File: src/hw/rtl/bals_pkg.sv
// Package for the bounded array list: action and status codes, the entry
// record held by each storage cell, and divider status.
// No dependencies; used by every other file of the block.
package bals_pkg;

  localparam int DEPTH_DEF = 64;

  localparam int KEY_W    = 32;
  localparam int GRADE_W  = 16;
  localparam int ACT_W    = 3;
  localparam int STAT_W   = 2;
  localparam int IDX_W    = 6;
  localparam int ECNT_W   = 7;
  localparam int CAP_W    = 7;

  localparam logic [CAP_W-1:0] CAP_RST = 7'd64;

  typedef enum logic [ACT_W-1:0] {
    ACT_APPEND  = 3'd0,
    ACT_REMOVE  = 3'd1,
    ACT_POP     = 3'd2,
    ACT_SEARCH  = 3'd3,
    ACT_AVERAGE = 3'd4
  } action_t;

  typedef enum logic [STAT_W-1:0] {
    ST_OK       = 2'd0,
    ST_FULL     = 2'd1,
    ST_NOTFOUND = 2'd2,
    ST_EMPTY    = 2'd3
  } status_t;

  typedef struct packed {
    logic [KEY_W-1:0]   key;
    logic [GRADE_W-1:0] grade;
  } entry_t;

  typedef struct packed {
    logic busy;
    logic done;
  } div_stat_t;

endpackage

File: src/hw/rtl/bals_cell.sv
// One storage cell of the list ring: holds a key and a grade and takes
// its neighbor's entry on every shift. Depends on bals_pkg.
module bals_cell (
  input  logic            clk,
  input  logic            shift_en,
  input  bals_pkg::entry_t ent_in,
  output bals_pkg::entry_t ent_q
);

  bals_pkg::entry_t ent_r;

  always_ff @(posedge clk) begin
    if (shift_en) begin
      ent_r <= ent_in;
    end
  end

  assign ent_q = ent_r;

endmodule

File: src/hw/rtl/bals_div.sv
// Restoring divider, one quotient bit per cycle, for the mean grade.
// Depends on bals_pkg (status struct).
module bals_div #(
  parameter int DVD_W = 23,
  parameter int DVS_W = 7
) (
  input  logic              clk,
  input  logic              rst_n,
  input  logic              start,
  input  logic [DVD_W-1:0]  dividend,
  input  logic [DVS_W-1:0]  divisor,
  output bals_pkg::div_stat_t stat,
  output logic [DVD_W-1:0]  quotient
);

  localparam int CNT_W = $clog2(DVD_W + 1);

  logic [DVD_W-1:0] quo_r, quo_nxt;
  logic [DVS_W-1:0] rem_r, rem_nxt;
  logic [DVS_W-1:0] dvs_r;
  logic [CNT_W-1:0] cnt_r, cnt_nxt;
  logic             busy_r, busy_nxt;
  logic             done_r, done_nxt;
  logic [DVS_W:0]   trial;
  logic             ge;

  assign trial = {rem_r, quo_r[DVD_W-1]};
  assign ge    = trial >= {1'b0, dvs_r};

  always_comb begin
    quo_nxt  = quo_r;
    rem_nxt  = rem_r;
    cnt_nxt  = cnt_r;
    busy_nxt = busy_r;
    done_nxt = 1'b0;
    if (start) begin
      quo_nxt  = dividend;
      rem_nxt  = '0;
      cnt_nxt  = CNT_W'(DVD_W);
      busy_nxt = 1'b1;
    end else if (busy_r) begin
      rem_nxt = ge ? DVS_W'(trial - {1'b0, dvs_r}) : DVS_W'(trial);
      quo_nxt = {quo_r[DVD_W-2:0], ge};
      cnt_nxt = cnt_r - 1'b1;
      if (cnt_r == CNT_W'(1)) begin
        busy_nxt = 1'b0;
        done_nxt = 1'b1;
      end
    end
  end

  always_ff @(posedge clk) begin
    if (!rst_n) begin
      busy_r <= 1'b0;
      done_r <= 1'b0;
      cnt_r  <= '0;
    end else begin
      busy_r <= busy_nxt;
      done_r <= done_nxt;
      cnt_r  <= cnt_nxt;
    end
  end

  always_ff @(posedge clk) begin
    quo_r <= quo_nxt;
    rem_r <= rem_nxt;
    if (start) begin
      dvs_r <= divisor;
    end
  end

  assign stat.busy = busy_r;
  assign stat.done = done_r;
  assign quotient  = quo_r;

endmodule

File: src/hw/rtl/bounded_array_list_with_search_top.sv
// Bounded ordered list of up to DEPTH (key, grade) entries kept in a ring
// of DEPTH storage cells. Remove-last and unknown actions, and an append
// to a full list, go straight to the result without a sweep. Append,
// remove-by-key, search and average rotate the whole ring once, one cell
// per cycle; an average over a non-empty list then runs the bit-serial
// divider. One request is worked on at a time; the next is taken while
// the previous result waits in the output register.
// Depends on bals_pkg, bals_cell, bals_div.
module bounded_array_list_with_search_top #(
  parameter int DEPTH = bals_pkg::DEPTH_DEF
) (
  input  logic        clk,
  input  logic        rst_n,
  // configuration: capacity
  input  logic        cfg_valid,
  output logic        cfg_ready,
  input  logic [6:0]  cfg_data,
  // request: tdata = key[31:0], grade[47:32]; tuser = action[2:0]
  input  logic        in_tvalid,
  output logic        in_tready,
  input  logic [47:0] in_tdata,
  input  logic [2:0]  in_tuser,
  // result: tdata = found_index[5:0], entry_count[12:6], mean_grade[28:13]
  // tuser = status[1:0]
  output logic        out_tvalid,
  input  logic        out_tready,
  output logic [31:0] out_tdata,
  output logic [1:0]  out_tuser
);

  localparam int CW   = $clog2(DEPTH + 1);
  localparam int CMPW = (CW > bals_pkg::CAP_W) ? CW : bals_pkg::CAP_W;
  localparam int IXW  = (CW > bals_pkg::IDX_W) ? CW : bals_pkg::IDX_W;
  localparam int ECW  = (CW > bals_pkg::ECNT_W) ? CW : bals_pkg::ECNT_W;
  localparam int SW   = bals_pkg::GRADE_W + CW;

  typedef enum logic [3:0] {
    S_IDLE  = 4'b0001,
    S_SWEEP = 4'b0010,
    S_DIV   = 4'b0100,
    S_DONE  = 4'b1000
  } state_t;

  state_t state_r, state_nxt;

  logic [bals_pkg::CAP_W-1:0] capacity_r;
  logic [CW-1:0]              count_r, count_nxt;
  logic [CW-1:0]              step_r, step_nxt;
  logic [CW-1:0]              pos_r, pos_nxt;
  logic                       found_r, found_nxt;
  logic [SW-1:0]              sum_r, sum_nxt;

  bals_pkg::action_t          act_r;
  logic [bals_pkg::KEY_W-1:0]   req_key_r;
  logic [bals_pkg::GRADE_W-1:0] req_grade_r;

  bals_pkg::status_t             res_stat_r, res_stat_nxt;
  logic [bals_pkg::IDX_W-1:0]    res_idx_r, res_idx_nxt;
  logic [bals_pkg::GRADE_W-1:0]  res_mean_r, res_mean_nxt;

  logic                          out_valid_r;
  bals_pkg::status_t             out_stat_r;
  logic [bals_pkg::IDX_W-1:0]    out_idx_r;
  logic [bals_pkg::ECNT_W-1:0]   out_cnt_r;
  logic [bals_pkg::GRADE_W-1:0]  out_mean_r;

  bals_pkg::entry_t cell_q [DEPTH];
  bals_pkg::entry_t head_ent, ahead_ent, tail_ent;
  logic             shift_en;

  logic             in_acc, out_load, div_start;
  logic             in_range, match, last_step, found_fin, room;
  logic [CW-1:0]    pos_fin;
  logic [IXW-1:0]   pos_wide;
  logic [ECW-1:0]   cnt_wide;
  bals_pkg::div_stat_t div_stat;
  logic [SW-1:0]    div_quo;

  // ---------------- storage ring ----------------
  genvar g;
  generate
    for (g = 0; g < DEPTH; g++) begin : g_cell
      bals_pkg::entry_t cin;
      if (g == DEPTH - 1) begin : g_tail
        assign cin = tail_ent;
      end else begin : g_mid
        assign cin = cell_q[g+1];
      end
      bals_cell u_cell (
        .clk      (clk),
        .shift_en (shift_en),
        .ent_in   (cin),
        .ent_q    (cell_q[g])
      );
    end
    if (DEPTH > 1) begin : g_ahead
      assign ahead_ent = cell_q[1];
    end else begin : g_noahead
      assign ahead_ent = cell_q[0];
    end
  endgenerate

  assign head_ent = cell_q[0];
  assign shift_en = (state_r == S_SWEEP);

  // step k of the sweep sees original entry k at the head; what goes into
  // the tail at step k becomes entry k after the full turn
  assign in_range  = step_r < count_r;
  assign match     = in_range && !found_r && (head_ent.key == req_key_r);
  assign last_step = step_r == CW'(DEPTH - 1);
  assign found_fin = found_r || match;
  assign pos_fin   = found_r ? pos_r : step_r;

  always_comb begin
    tail_ent = head_ent;
    unique case (act_r)
      bals_pkg::ACT_APPEND: begin
        if (step_r == count_r) begin
          tail_ent.key   = req_key_r;
          tail_ent.grade = req_grade_r;
        end
      end
      bals_pkg::ACT_REMOVE: begin
        if (found_fin) begin
          tail_ent = ahead_ent;
        end
      end
      default: begin
        tail_ent = head_ent;
      end
    endcase
  end

  // ---------------- divider ----------------
  bals_div #(
    .DVD_W (SW),
    .DVS_W (CW)
  ) u_div (
    .clk      (clk),
    .rst_n    (rst_n),
    .start    (div_start),
    .dividend (sum_r),
    .divisor  (count_r),
    .stat     (div_stat),
    .quotient (div_quo)
  );

  // ---------------- control ----------------
  assign in_tready = (state_r == S_IDLE);
  assign in_acc    = in_tvalid && in_tready;
  assign out_load  = (state_r == S_DONE) && (!out_valid_r || out_tready);
  assign room      = (CMPW'(count_r) < CMPW'(capacity_r)) && (count_r < CW'(DEPTH));
  assign pos_wide  = IXW'(pos_fin);

  always_comb begin
    state_nxt    = state_r;
    count_nxt    = count_r;
    step_nxt     = step_r;
    pos_nxt      = pos_r;
    found_nxt    = found_r;
    sum_nxt      = sum_r;
    res_stat_nxt = res_stat_r;
    res_idx_nxt  = res_idx_r;
    res_mean_nxt = res_mean_r;
    div_start    = 1'b0;
    unique case (state_r)
      S_IDLE: begin
        if (in_acc) begin
          step_nxt     = '0;
          found_nxt    = 1'b0;
          pos_nxt      = '0;
          sum_nxt      = '0;
          res_stat_nxt = bals_pkg::ST_OK;
          res_idx_nxt  = '0;
          res_mean_nxt = '0;
          unique case (in_tuser)
            bals_pkg::ACT_APPEND: begin
              if (room) begin
                state_nxt = S_SWEEP;
              end else begin
                res_stat_nxt = bals_pkg::ST_FULL;
                state_nxt    = S_DONE;
              end
            end
            bals_pkg::ACT_REMOVE, bals_pkg::ACT_SEARCH, bals_pkg::ACT_AVERAGE: begin
              state_nxt = S_SWEEP;
            end
            bals_pkg::ACT_POP: begin
              if (count_r != '0) begin
                count_nxt = count_r - 1'b1;
              end else begin
                res_stat_nxt = bals_pkg::ST_EMPTY;
              end
              state_nxt = S_DONE;
            end
            default: begin
              state_nxt = S_DONE;
            end
          endcase
        end
      end
      S_SWEEP: begin
        step_nxt  = step_r + 1'b1;
        found_nxt = found_fin;
        pos_nxt   = pos_fin;
        if (in_range) begin
          sum_nxt = sum_r + SW'(head_ent.grade);
        end
        if (last_step) begin
          state_nxt = S_DONE;
          unique case (act_r)
            bals_pkg::ACT_APPEND: begin
              count_nxt = count_r + 1'b1;
            end
            bals_pkg::ACT_REMOVE: begin
              if (found_fin) begin
                count_nxt = count_r - 1'b1;
              end else begin
                res_stat_nxt = bals_pkg::ST_NOTFOUND;
              end
            end
            bals_pkg::ACT_SEARCH: begin
              if (found_fin) begin
                res_idx_nxt = pos_wide[bals_pkg::IDX_W-1:0];
              end else begin
                res_stat_nxt = bals_pkg::ST_NOTFOUND;
              end
            end
            bals_pkg::ACT_AVERAGE: begin
              if (count_r != '0) begin
                state_nxt = S_DIV;
              end
            end
            default: begin
              state_nxt = S_DONE;
            end
          endcase
        end
      end
      S_DIV: begin
        // sum_r is final here; launch once, then wait for the quotient
        if (!div_stat.busy && !div_stat.done && !found_r) begin
          div_start = 1'b1;
          found_nxt = 1'b1;
        end
        if (div_stat.done) begin
          res_mean_nxt = div_quo[bals_pkg::GRADE_W-1:0];
          state_nxt    = S_DONE;
        end
      end
      S_DONE: begin
        if (out_load) begin
          state_nxt = S_IDLE;
        end
      end
      default: begin
        state_nxt = S_IDLE;
      end
    endcase
  end

  // found_r doubles as "divider launched" in S_DIV; clear it on the way in
  always_ff @(posedge clk) begin
    if (!rst_n) begin
      state_r     <= S_IDLE;
      count_r     <= '0;
      capacity_r  <= bals_pkg::CAP_RST;
      out_valid_r <= 1'b0;
      found_r     <= 1'b0;
    end else begin
      state_r <= state_nxt;
      count_r <= count_nxt;
      if (state_r == S_SWEEP && state_nxt == S_DIV) begin
        found_r <= 1'b0;
      end else begin
        found_r <= found_nxt;
      end
      if (cfg_valid && cfg_ready) begin
        capacity_r <= cfg_data;
      end
      if (out_load) begin
        out_valid_r <= 1'b1;
      end else if (out_tready) begin
        out_valid_r <= 1'b0;
      end
    end
  end

  assign cnt_wide = ECW'(count_r);

  always_ff @(posedge clk) begin
    step_r     <= step_nxt;
    pos_r      <= pos_nxt;
    sum_r      <= sum_nxt;
    res_stat_r <= res_stat_nxt;
    res_idx_r  <= res_idx_nxt;
    res_mean_r <= res_mean_nxt;
    if (in_acc) begin
      act_r       <= bals_pkg::action_t'(in_tuser);
      req_key_r   <= in_tdata[31:0];
      req_grade_r <= in_tdata[47:32];
    end
    if (out_load) begin
      out_stat_r <= res_stat_r;
      out_idx_r  <= res_idx_r;
      out_cnt_r  <= cnt_wide[bals_pkg::ECNT_W-1:0];
      out_mean_r <= res_mean_r;
    end
  end

  assign cfg_ready  = 1'b1;
  assign out_tvalid = out_valid_r;
  assign out_tuser  = out_stat_r;
  assign out_tdata  = {3'b000, out_mean_r, out_cnt_r, out_idx_r};

  // ---------------- checks ----------------
  a_count_bound: assert property (@(posedge clk) disable iff (!rst_n)
    count_r <= CW'(DEPTH))
    else $error("entry count above depth");

  a_div_done_state: assert property (@(posedge clk) disable iff (!rst_n)
    div_stat.done |-> state_r == S_DIV)
    else $error("divider finished outside the divide phase");

  a_idle_div_quiet: assert property (@(posedge clk) disable iff (!rst_n)
    state_r == S_IDLE |-> !div_stat.busy)
    else $error("divider busy while idle");

  a_sweep_exit: assert property (@(posedge clk) disable iff (!rst_n)
    (state_r == S_SWEEP && last_step) |=> state_r != S_SWEEP)
    else $error("sweep ran past the last cell");

endmodule

File: config.mk
export PLATFORM = sky130hd
export DESIGN_NAME = bounded_array_list_with_search_top
export DESIGN_NICKNAME = d
export VERILOG_FILES = /design/src/hw/rtl/bals_pkg.sv /design/src/hw/rtl/bals_cell.sv /design/src/hw/rtl/bals_div.sv /design/src/hw/rtl/bounded_array_list_with_search_top.sv
export SDC_FILE = /design/constraint.sdc
export NUM_CORES = 2
export LEC_CHECK = 0
export BUFFER_PORTS_ARGS = -buffer_cell sky130_fd_sc_hd__buf_4
export CAP_MARGIN = 20
export CORE_MARGIN = 8
export CORE_UTILIZATION = 55
export DETAILED_ROUTE_END_ITERATION = 6
export PLACE_DENSITY = 0.7
export SYNTH_ARGS = -nofsm -noshare
export SYNTH_HDL_FRONTEND = slang
export SYNTH_SLANG_ARGS = --single-unit
export TNS_END_PERCENT = 30
File: constraint.sdc
create_clock -name clk -period 266 [get_ports clk]
set_input_delay 13.3 -clock clk [delete_from_list [all_inputs] [get_ports clk]]
set_output_delay 13.3 -clock clk [all_outputs]
set_load 0.1 [all_outputs]
# Word-level counts from Yosys, hierarchy flattened
# Index checks and enable logic that the tools add are counted.
[totals]
elab_cells = 286
out_inout_bits = 37
ff_bits = 3278
in_bits = 63
[classes]
muxes = 58
n_bitwise = 2
n_addsub = 6
eq_ne = 29
magnitude_cmp = 4
reduce_logical = 34
[ops]
columns = ["operator", "count"]
rows = [
  ["$mux W48", 2],
  ["$pmux W48 S2", 1],
  ["$mux W23", 4],
  ["$mux W7", 7],
  ["$pmux W23 S2", 1],
  ["$pmux W7 S2", 3],
  ["$eq A32 B32 Y1", 1],
  ["$mux W16", 2],
  ["$pmux W16 S2", 1],
  ["$mux W6", 5],
  ["$mux W4", 7],
  ["$pmux W6 S2", 2],
  ["$add A23 B16 Y23", 1],
  ["$pmux W4 S4", 1],
  ["$add A7 B1 Y7 const B", 2],
  ["$lt A7 B7 Y1", 2],
  ["$ne A2 B2 Y1 const B", 7],
  ["$mux W1", 11],
  ["$mux W2", 5],
  ["$mux W5", 2],
  ["$reduce_and A5 Y1", 2],
  ["$eq A3 B2 Y1 const B", 3],
  ["$reduce_and A3 Y1", 3],
  ["$eq A4 B3 Y1 const B", 2],
  ["30 further kinds", 56],
]

# Logic depth before layout (Yosys ltp)
[depth]
depth_word = 9
depth_mapped = 11
depth_no_buf = 10

# Cells and area by module
# Synthesis repeated with hierarchy kept, for this count alone.
[hier_totals]
cells_unflattened = 3986
hier_area_um2 = 103231.5
[by_module_without_submodules]
columns = ["module", "seq_area_each_um2", "cells_each", "n_inst", "area_each_um2"]
rows = [
  ["bals_cell", 1441.4, 48, 64, 1441.4],
  ["bounded_array_list_with_search_top", 4664.5, 729, 1, 8759.7],
  ["bals_div", 1181.1, 185, 1, 2223.4],
]

# Least setup slack after synthesis
# OpenSTA, ideal clock, no wires.
[synth_path]
path_type = "reg-to-reg"
startpoint = "reg state_r[3]"
endpoint = "reg res_idx_r[0] in the netlist's numbering (enable)"
path_stages_with_launch = 6
t_arrival_ps = 97324
t_required_ps = 259576
setup_ps = 6424
path_buffers = 1
synth_period_minus_slack_ps = 103749
path_slack_ps = 162251
cell_sequence = "dfxtp_1 nor2_2 nand3b_1 clkinv_1 clkbuf_1 a21oi_1"
[synth_between]
elab_chain_cells = 4
[synth_rtl]
columns = ["element", "line_no", "text"]
rows = [
  ["start, declared", "bounded_array_list_with_search_top.sv:44", "state_t state_r, state_nxt;"],
  ["start signal, assigned", "bounded_array_list_with_search_top.sv:271", "state_r <= state_nxt;"],
  ["$eq A4 B1 Y1", "bounded_array_list_with_search_top.sv:149, bounded_array_list_with_search_top.sv:166", ""],
  ["$logic_and A1 B1 Y1", "bounded_array_list_with_search_top.sv:150", "assign in_acc = in_tvalid && in_tready;"],
  ["$ne A2 B1 Y1 (no line)", "n/a", ""],
  ["$reduce_and A5 Y1 (no line) (*)", "n/a", ""],
  ["end signal, assigned", "bounded_array_list_with_search_top.sv:296", "res_idx_r <= res_idx_nxt;"],
  ["end, declared", "bounded_array_list_with_search_top.sv:58", "logic [bals_pkg::IDX_W-1:0] res_idx_r, res_idx_nxt;"],
]
# Mark *: on every way between the ends. The rest lies on a longest branch, timed or not.
# A chain may end at the register's enable or synchronous reset.

# Final worst setup path
[layout_path]
startpoint = "reg state_r[3]"
endpoint = "out in_tready"
[layout_between]
elab_chain_cells = 1
[layout_rtl]
columns = ["element", "line_no", "text"]
rows = [
  ["$eq A4 B1 Y1", "bounded_array_list_with_search_top.sv:149", "assign in_tready = (state_r == S_IDLE);"],
  ["end, declared", "bounded_array_list_with_search_top.sv:20", "output logic in_tready,"],
]
# Every way passes these cells.

==> results by group <==
STA
  – Worst Skew: 0.0605 ns
  – Setup TNS: 0 ns
  – Fmax: 0.0650 GHz
  – Fin. Hold Viols: 0
  – Worst Max-Slew Pin Slew: 1.26 ns
  – Slew Limit Fails: 0
  – Relative slew slack: 16.0%
  – Min cycle time layout: 15.38 ns
  – Tcrit/Tclk final: 5.78%
  – RSZ-0062 raised after global routing: false
  – Finish-stage setup viols: 0
  – Hold slack: 0.376 ns

Synth
  – Seq/Total Area, Yosys: 95.5%
  – Post-Synth XOR/XNOR Area: 0.503%
  – Post-synth cell types: 66
  – Most used DFF post-synth: edfxtp_1
  – Synthesized area per cell: 25.9 sq um
  – Combinational family with the most area after synthesis: simple AND/OR/NAND/NOR gates
  – Synth Cell Area: 0.103 sq mm
  – Compound-Gate Fraction of Synth Area: 1.26%
  – Post-synthesis mux area share: 0.244%
  – EDFF count, synth: 3244
  – Adder-cell share of the synthesized area: 0.539%
  – Async set-reset flop share out of synthesis: 0%
  – Synthesis-stage register bit count: 3278
  – Yosys warns: 0
  – Fraction of the mapped netlist area in simple logic gates: 1.57%
  – Cell count after synthesis: 3967

Status
  – Status: finished, final reports clean

Clock network
  – CTS Buf Count: 321
  – Clk root buf: clkbuf_16
  – Maximum clock path buffer count: 4
  – CTS tree: yes
  – Postcts setup bufs: 0
  – Clk slew on worst S/H paths: 0.06 ns
  – Clock sinks: 3278
  – CTS hold repair buffers: 0
  – Clk_lat worst skew: 0.92 ns
  – Post_cts resized: 0
  – H-tree depth: 5

Die
  – Die area: 0.201 sq mm
  – Io pins: 100
  – Die Span X: 448 um
  – Core Rows: 158
  – Initial Util: 55.4%
  – Die Y: 448 um
  – Core ar.: 0.185 sq mm

Power and ir drop
  – Max IR drop VDD: 0.00802 mV
  – LEAKAGE: 34.2 nW
  – Cell Pwr Density: 8.75 mW/mm^2
  – Switching part of the total: 19.2%
  – Clock power share: 41.8%
  – Comb pwr share: 1.8%
  – Sw power: 0.196 mW
  – Reg power frac: 56.4%
  – P_int: 0.824 mW

Route
  – WL final: 144 mm
  – DRT Pass-1 Iters: 5
  – DRT iter0 DRCs: 3225
  – Detail-routed via count per cell: 5.18
  – Antenna-violating nets left: 0
  – DR vias: 36700
  – Routed length per instance: 20.3 um
  – Number of remaining DRC errors: 0

Critical path
  – RR Endpoint: g_cell[34].u_cell.ent_q[11]
  – Reg2reg start: state_r[3]
  – R2r worst-path depth: 8
  – Worst R2R Setup Slack: 260.15 ns
  – Setup CP Type: reg2out
  – Crit start category: flop
  – Crit path DAT: 2.08 ns
  – Critical path required time: 252.70 ns
  – CP startpoint: state_r[3]
  – Crit path capture type: output port
  – Crit path to: in_tready
  – CP max FO: 5

Layout
  – Fin nets: 4496
  – Most frequent cells in the layout: edfxtp_1, clkbuf_16, buf_4, nand2_1, clkbuf_1
  – Area delta synth->final: 13.5%
  – Ratio of cells with drive above 1 in the final layout: 12.3%
  – Final design utilization: 62.9%
  – Most common cell after layout, fill and taps aside: edfxtp_1

Run
  – Max-Cap Viols: 0

Global routing
  – Tot GR Track Use: 14.3%
  – Total congestion overflow: 0
  – First-pass GRT wire length: 220 mm
  – Pin count of the biggest net entering global routing: 214
  – Vias in the first global route: 36400
  – Initial antenna violation count: 9

Min path
  – Hold path depth: 0
  – Hold Crit Class: reg2reg

Placement
  – Input/output buffers: 95
  – Dpl hpwl: 69.8 mm
  – Gpl congestion: 0.775
routing by layer:
| layer | track usage (%) | up-vias | part of all wire, % |
|---|---|---|---|
| met1 | 21.6 | 18800 | 47 |
| met3 | 3.07 | 302 | 5.0 |
| met2 | 21.0 | 876 | 45 |
| li1 | - | 16700 | - |
| met4 | 5.05 | 0 | 3.0 |
| met5 | 0 | - | 0 |
power by group through the flow:
stage	clock, mW	sequential, mW	combinational [mW]
6_report	0.426	0.576	0.0182
5_1_grt	0.459	0.576	0.0198
4_1_cts	0.440	0.576	0.0184
3_5_place_dp	0	0.587	0.0184
3_3_place_gp	0	0.587	0.0174
2_1_floorplan	0	0.625	0.0114
worst min-delay path by stage:
stage                                      startpoint                           to  slack [ns]
after floorplan            g_cell[11].u_cell.ent_q[0]   g_cell[10].u_cell.ent_q[0]        0.40
after global placement    g_cell[51].u_cell.ent_q[45]  g_cell[50].u_cell.ent_q[45]        0.40
after detailed placement  g_cell[11].u_cell.ent_q[17]  g_cell[10].u_cell.ent_q[17]        0.40
after CTS                 g_cell[27].u_cell.ent_q[35]  g_cell[26].u_cell.ent_q[35]        0.38
after global routing      g_cell[48].u_cell.ent_q[35]  g_cell[47].u_cell.ent_q[35]        0.39
final                     g_cell[27].u_cell.ent_q[35]  g_cell[26].u_cell.ent_q[35]        0.38
registers in the layout (all words and copies together) (netlist names), 7 cells and up:
register / flops
req_grade_r: 16
u_div.dvs_r: 7
u_div.rem_r: 7
req_key_r: 32
cnt_wide: 7
out_mean_r: 16
step_r: 7
capacity_r: 7
g_cell.u_cell.ent_q: 3072
out_cnt_r: 7
u_div.quotient: 23
sum_r: 23
res_mean_r: 16
cell families after synthesis:
family,after synthesis
AOI/OAI and AO/OA,171
xor gates and xnor gates,59
adders and majority gates,43
buffers and inverters,76
DFF,3278
muxes,25
other,2
and+or+nand+nor,313
layout make-up:
class	count	area, sq um
fillers	12000	68900
flip-flops and latches	3278	98100
diodes	2	5.00
repair buffers	139	1180
multi-input cells	615	4270
clock inverters	144	1360
clock buffers	396	8410
inverters	35	139
well taps	2480	3100
critical path, cell delays in order (launching register included):
cell and delay, ns:
dfxtp_1 0.37, nor2_2 0.19, nand3b_2 0.16, inv_2 0.13, buf_4 0.30
synth_stat cells, drive strengths merged (14+ instances only):
| master | count | share of area [%] |
|---|---|---|
| mux2i | 25 | 0.24 |
| inv | 34 | 0.12 |
| nor2b | 20 | 0.12 |
| ha | 41 | 0.50 |
| dfxtp | 34 | 0.66 |
| o21ai | 28 | 0.14 |
| a21o | 14 | 0.10 |
| a21oi | 32 | 0.16 |
| buf | 14 | 0.11 |
| nor2 | 49 | 0.18 |
| a221o | 49 | 0.48 |
| clkbuf | 27 | 0.099 |
| xor2 | 46 | 0.39 |
| and2 | 68 | 0.41 |
| edfxtp | 3244 | 95 |
| nand2 | 96 | 0.35 |
through the flow:
stage          area [sq um]  worst slack (ns)  std cells  total power, mW
6_report             117000            250.63       7089             1.02
5_1_grt              117000            250.53       7089             1.05
4_1_cts              116000            250.56       7083             1.03
3_5_place_dp         107000            250.40       6543            0.605
3_3_place_gp         107000            250.54       6543            0.604
2_1_floorplan        103000            162.25       3969            0.637
No activity file was read; power rests on OpenSTA's default activity.
